### src/rtl/rcs_pkg.sv
`default_nettype none

package rcs_pkg;

    localparam int MAX_SAMPLES = 65536;

    localparam int SAMPLE_W = 32;
    localparam int NODATA_W = 24;
    localparam int FRAC_W   = 8;
    localparam int GREY_W   = 8;
    localparam int INDEX_W  = 16;

    // (v - min) is one bit wider than a sample, times 255 adds eight more
    localparam int DEN_W = SAMPLE_W + 1;
    localparam int NUM_W = DEN_W + 8;

    localparam logic [1:0] CMD_START = 2'd0;
    localparam logic [1:0] CMD_LOAD  = 2'd1;
    localparam logic [1:0] CMD_READ  = 2'd2;

    localparam logic CFG_NODATA    = 1'b0;
    localparam logic CFG_AUTOSCALE = 1'b1;

    localparam logic signed [NODATA_W-1:0] NODATA_RST = -24'sd9999;
    localparam logic                       AUTOSCALE_RST = 1'b1;
    localparam logic signed [SAMPLE_W-1:0] MIN_START = 32'sh0100_0000;
    localparam logic signed [SAMPLE_W-1:0] MAX_START = 32'sh0000_0000;

    localparam logic [GREY_W-1:0] ALPHA_OPAQUE = 8'hFF;
    localparam logic [GREY_W-1:0] ALPHA_CLEAR  = 8'h00;

    typedef struct packed {
        logic [1:0]                  cmd;
        logic signed [SAMPLE_W-1:0]  sample;
        logic [INDEX_W-1:0]          pixel_index;
    } t_in_item;

    typedef struct packed {
        logic [GREY_W-1:0] grey;
        logic [GREY_W-1:0] alpha;
        logic              in_range;
    } t_out_item;

    typedef enum logic [2:0] {
        S_IDLE,
        S_READ,
        S_SCALE,
        S_DIV,
        S_OUT
    } t_state;

endpackage

`default_nettype wire

### src/rtl/rcs_div.sv
`default_nettype none

module rcs_div (
    input  wire logic                               i_clk,
    input  wire logic                               i_rst_n,
    input  wire logic                               i_start,
    input  wire logic signed [rcs_pkg::NUM_W-1:0]    i_num,
    input  wire logic signed [rcs_pkg::DEN_W-1:0]    i_den,
    output logic                                    o_done,
    output logic [rcs_pkg::GREY_W-1:0]              o_grey
);

    localparam int NW   = rcs_pkg::NUM_W;
    localparam int DW   = rcs_pkg::DEN_W;
    localparam int CNTW = $clog2(NW + 1);

    logic            r_busy;
    logic            r_done;
    logic [CNTW-1:0] r_cnt;
    logic [NW-1:0]   r_dvd;
    logic [DW-1:0]   r_rem;
    logic [DW-1:0]   r_dmag;
    logic            r_neg;

    logic [NW-1:0]   num_mag;
    logic [DW-1:0]   den_mag;
    logic [DW:0]     shifted;
    logic [DW+1:0]   trial;
    logic            fits;
    logic [rcs_pkg::GREY_W-1:0] q_lo;
    logic            rem_nz;

    assign num_mag = i_num[NW-1] ? NW'(-i_num) : NW'(i_num);
    assign den_mag = i_den[DW-1] ? DW'(-i_den) : DW'(i_den);

    // one restoring step per cycle, msb first
    assign shifted = {r_rem, r_dvd[NW-1]};
    assign trial   = {1'b0, shifted} - {2'b00, r_dmag};
    assign fits    = ~trial[DW+1];

    always_ff @(posedge i_clk) begin
        if (!i_rst_n) begin
            r_busy <= 1'b0;
            r_done <= 1'b0;
            r_cnt  <= '0;
        end else begin
            r_done <= 1'b0;
            if (i_start) begin
                r_busy <= 1'b1;
                r_cnt  <= CNTW'(NW);
            end else if (r_busy) begin
                r_cnt <= r_cnt - 1'b1;
                if (r_cnt == CNTW'(1)) begin
                    r_busy <= 1'b0;
                    r_done <= 1'b1;
                end
            end
        end
    end

    always_ff @(posedge i_clk) begin
        if (i_start) begin
            r_dvd  <= num_mag;
            r_rem  <= '0;
            r_dmag <= den_mag;
            r_neg  <= i_num[NW-1] ^ i_den[DW-1];
        end else if (r_busy) begin
            r_dvd <= {r_dvd[NW-2:0], fits};
            r_rem <= fits ? trial[DW-1:0] : shifted[DW-1:0];
        end
    end

    // floor for mixed signs: -q, or -q-1 when inexact
    assign q_lo   = r_dvd[rcs_pkg::GREY_W-1:0];
    assign rem_nz = (r_rem != '0);

    always_comb begin
        if (!r_neg) begin
            o_grey = q_lo;
        end else if (rem_nz) begin
            o_grey = ~q_lo;
        end else begin
            o_grey = -q_lo;
        end
    end

    assign o_done = r_done;

endmodule

`default_nettype wire
### config.mk
export PLATFORM = sky130hd
export DESIGN_NAME = rcs_div
export DESIGN_NICKNAME = d
export VERILOG_FILES = /design/src/rtl/rcs_pkg.sv /design/src/rtl/rcs_div.sv
export SDC_FILE = /design/constraint.sdc
export NUM_CORES = 1
export LEC_CHECK = 0
export BUFFER_PORTS_ARGS = -buffer_cell sky130_fd_sc_hd__buf_2
export CAP_MARGIN = 20
export CORE_ASPECT_RATIO = 0.5
export CORE_UTILIZATION = 40
export DETAILED_ROUTE_END_ITERATION = 8
export PLACE_DENSITY = 0.61
export REMOVE_ABC_BUFFERS = 1
export SLEW_MARGIN = 5
export SYNTH_ARGS = -nofsm -noshare
export SYNTH_HDL_FRONTEND = slang
export SYNTH_SLANG_ARGS = --single-unit
### constraint.sdc
create_clock -name i_clk -period 8.15 [get_ports i_clk]
set_input_delay 0.4075 -clock i_clk [delete_from_list [all_inputs] [get_ports i_clk]]
set_output_delay 0.4075 -clock i_clk [all_outputs]
set_load 0.005 [all_outputs]
==> impl_metrics.json <==
{
  "clock_sinks": 116,
  "fin_crit_ps": 3770,
  "fillCellCount": 1855,
  "cts_hold_buf": 0,
  "postSynth.asyncResetShare": 0,
  "skew_ps": 6.94,
  "clkPwrFrac": 0.375,
  "crit_path_top_delay_cell": "and2_1",
  "max_stage_delay_ps": 600,
  "dr.first_iter.drc_count": 459,
  "p_total_w": 0.00194,
  "routabilityCongestion": 0.894,
  "yosys_warnings": 0,
  "dr.pass1.iters": 6,
  "setup_tns_ps": 0,
  "timing.rr.start": "r_dvd[40]",
  "drive_gt1_frac": 0.140,
  "max_freq_ghz": 0.266,
  "io_pins": 86,
  "vias": 6818,
  "yosys_register_bits": 116,
  "synth_edf_count": 75,
  "setup_violations": 0,
  "p_seq_frac": 0.380,
  "syn_avg_cell_area_sq_um": 8.78,
  "core_area_sq_um": 19500,
  "cts_buffers": 17,
  "max_cap_violations": 0,
  "power_leakage_nw": 3.62,
  "cp-endpoint": "r_rem[18]",
  "die_w_um": 202,
  "switching_share": 0.304,
  "initial_utilization": 0.410,
  "crit_arrival_ps": 4060,
  "routedWlPerCell_um": 15.2,
  "synth_flop_cell": "edfxtp_1",
  "wl_mm": 19.1,
  "cts_tree": "built",
  "clock_path_buffers": 2,
  "finalMaxSlewViolations": 0,
  "die_h_um": 102,
  "r2r_setup_slack_ps": 4380,
  "powerDensity_nw_per_um2": 211,
  "area_growth_pct": 15.0,
  "dieArea_sq_um": 20600,
  "required_ps": 8450,
  "root_buffer": "clkbuf_16",
  "yosysUniqueCellTypes": 62,
  "netlist_area_sq_um": 8000,
  "port_buffers": 85,
  "grt_usage": 0.188,
  "final_util": 0.472,
  "crit_path_frequent_cell": "inv_1",
  "clk_latency_ps": 420,
  "crit_path_start_kind": "register",
  "slew_headroom": 0.298,
  "worstSetupEndpointType": "register",
  "layout_commonest_cell": "nand2_1",
  "power.internal_w": 0.00135,
  "cts_setup_buffers": 0,
  "holdWs_ps": 187,
  "clk_pin_slew_ps": 60,
  "grt_max_degree": 107,
  "min_path_cells": 1,
  "ys_seq_area_frac": 0.384,
  "hpwl_mm": 13.6,
  "hp-class": "input port to register",
  "grt_antenna_before_repair": 0,
  "cp-startpoint": "r_dvd[40]",
  "grt_pass1_wl_mm": 30.8,
  "worst_pin_slew_ps": 1050,
  "htreeDepth": 4,
  "post-route-period-util": 0.462,
  "layout.nets": 1090,
  "grt_pass1_vias": 6097,
  "fin_area_sq_um": 9200,
  "layout_common_cells": "nand2_1, nor2_1, buf_2",
  "critical_path.max_fanout": 17,
  "synthCells": 911,
  "status": "finished clean",
  "ctsResizeCount": 0,
  "p_comb_frac": 0.245,
  "placed_area_sq_um": 8620,
  "switchingPower_w": 0.000592,
  "worst-r2r-cell-count": 14,
  "rsz0062_at_grt": "no",
  "drc_errors": 0,
  "critPathKind": "register to register",
  "vias_per_cell": 5.44,
  "detail-route-antenna-nets": 0,
  "cp_cell_sequence": "inv_1, ha_1, inv_1, fa_1, a21o_1, a311o_1, nand2_1, a211oi_1, o21a_1, o221ai_1, and2_1, buf_8, nor2_1, a2111oi_0",
  "peakVddDrop_mv": 0.162,
  "reg2reg_to": "r_rem[18]",
  "diodes": 0,
  "finalHoldViolations": 0,
  "rows": 36,
  "grt_overflow": 0
}
==> synth_stat cells (5+ instances only) <==
cell type	number	area, sq um
o21ai_0	45	225
nand2b_1	8	50.1
clkbuf_1	39	146
dfxtp_1	41	821
edfxtp_1	75	2250
a311oi_1	27	236
a21o_1	12	90.1
or3_1	8	50.1
and3_1	7	43.8
o41ai_1	13	114
nor3_1	13	65.1
o21a_1	7	52.6
inv_1	55	206
nand3_1	12	60.1
nand2_1	108	405
xnor2_1	49	429
a21oi_1	73	365
ha_1	38	475
o31ai_1	18	135
a31oi_1	5	31.3
nor2_1	95	357
nand4_1	5	31.3
nor4_1	14	87.6
or4_1	12	90.1
a211oi_1	7	52.6
xor2_1	54	473
==> area by class of cell <==
class                      instances  area, sq um  area share
clock buffer                      24          503      0.0547
tap                              266          333      0.0362
inverter                          55          206      0.0224
sequential                       116         3070       0.334
clock inverter                     8         72.6     0.00789
multi-input combinational        695         4540       0.494
timing repair buffer              89          465      0.0506
==> worst min-delay path by stage <==
stage              from         to  slack (ps)
6_report       i_den[0]  r_dmag[0]         190
2_1_floorplan  r_cnt[1]   r_cnt[1]         470
5_1_grt        i_den[0]  r_dmag[0]         180
3_5_place_dp   r_cnt[1]   r_cnt[1]         490
3_3_place_gp   r_cnt[1]   r_cnt[1]         480
4_1_cts        i_den[0]  r_dmag[0]         180
==> metrics by stage <==
stage               worst slack [ps]  cells
floorplan                       4850    866
global placement                4320   1220
CTS                             4390   1253
finish                          4380   1253
global route                    4090   1253
detailed placement              4360   1221
==> critical path, delay by kind of cell (launching register included) <==
family	cells	cell delay, ps
compound gates	6	1560
fa+ha+maj	2	550
buf+inv	3	360
flops	1	380
simple gates	3	770
==> registers in the layout, indices dropped and copies added, names as in the netlist <==
register,cells
r_busy,1
r_cnt,6
r_rem,33
r_dvd,41
o_done,1
r_dmag,33
r_neg,1
==> logic make-up after synthesis <==
logic type / count (synthesis) / share of synthesized area
and+or+nand+nor: 309 / 0.186
AOI/OAI and AO/OA: 240 / 0.203
DFF: 116 / 0.384
xor gates and xnor gates: 103 / 0.113
buffers and inverters: 100 / 0.0476
adders and majority gates: 39 / 0.0620
muxes: 4 / 0.00516
==> power by group through the flow <==
stage          clock network (W)  registers (W)  logic (W)
2_1_floorplan                  0       0.000740   0.000329
3_3_place_gp                   0       0.000749   0.000462
3_5_place_dp                   0       0.000750   0.000472
4_1_cts                 0.000742       0.000739   0.000474
5_1_grt                 0.000767       0.000746   0.000538
6_report                0.000729       0.000739   0.000476
==> layer usage <==
metal | global-route usage | wire length [um]
met3 | 0.0453 | 803
met4 | 0.0612 | 337
met5 | 0 | 0
met1 | 0.257 | 9530
met2 | 0.293 | 8400
Power figures use the tool's default switching activity.
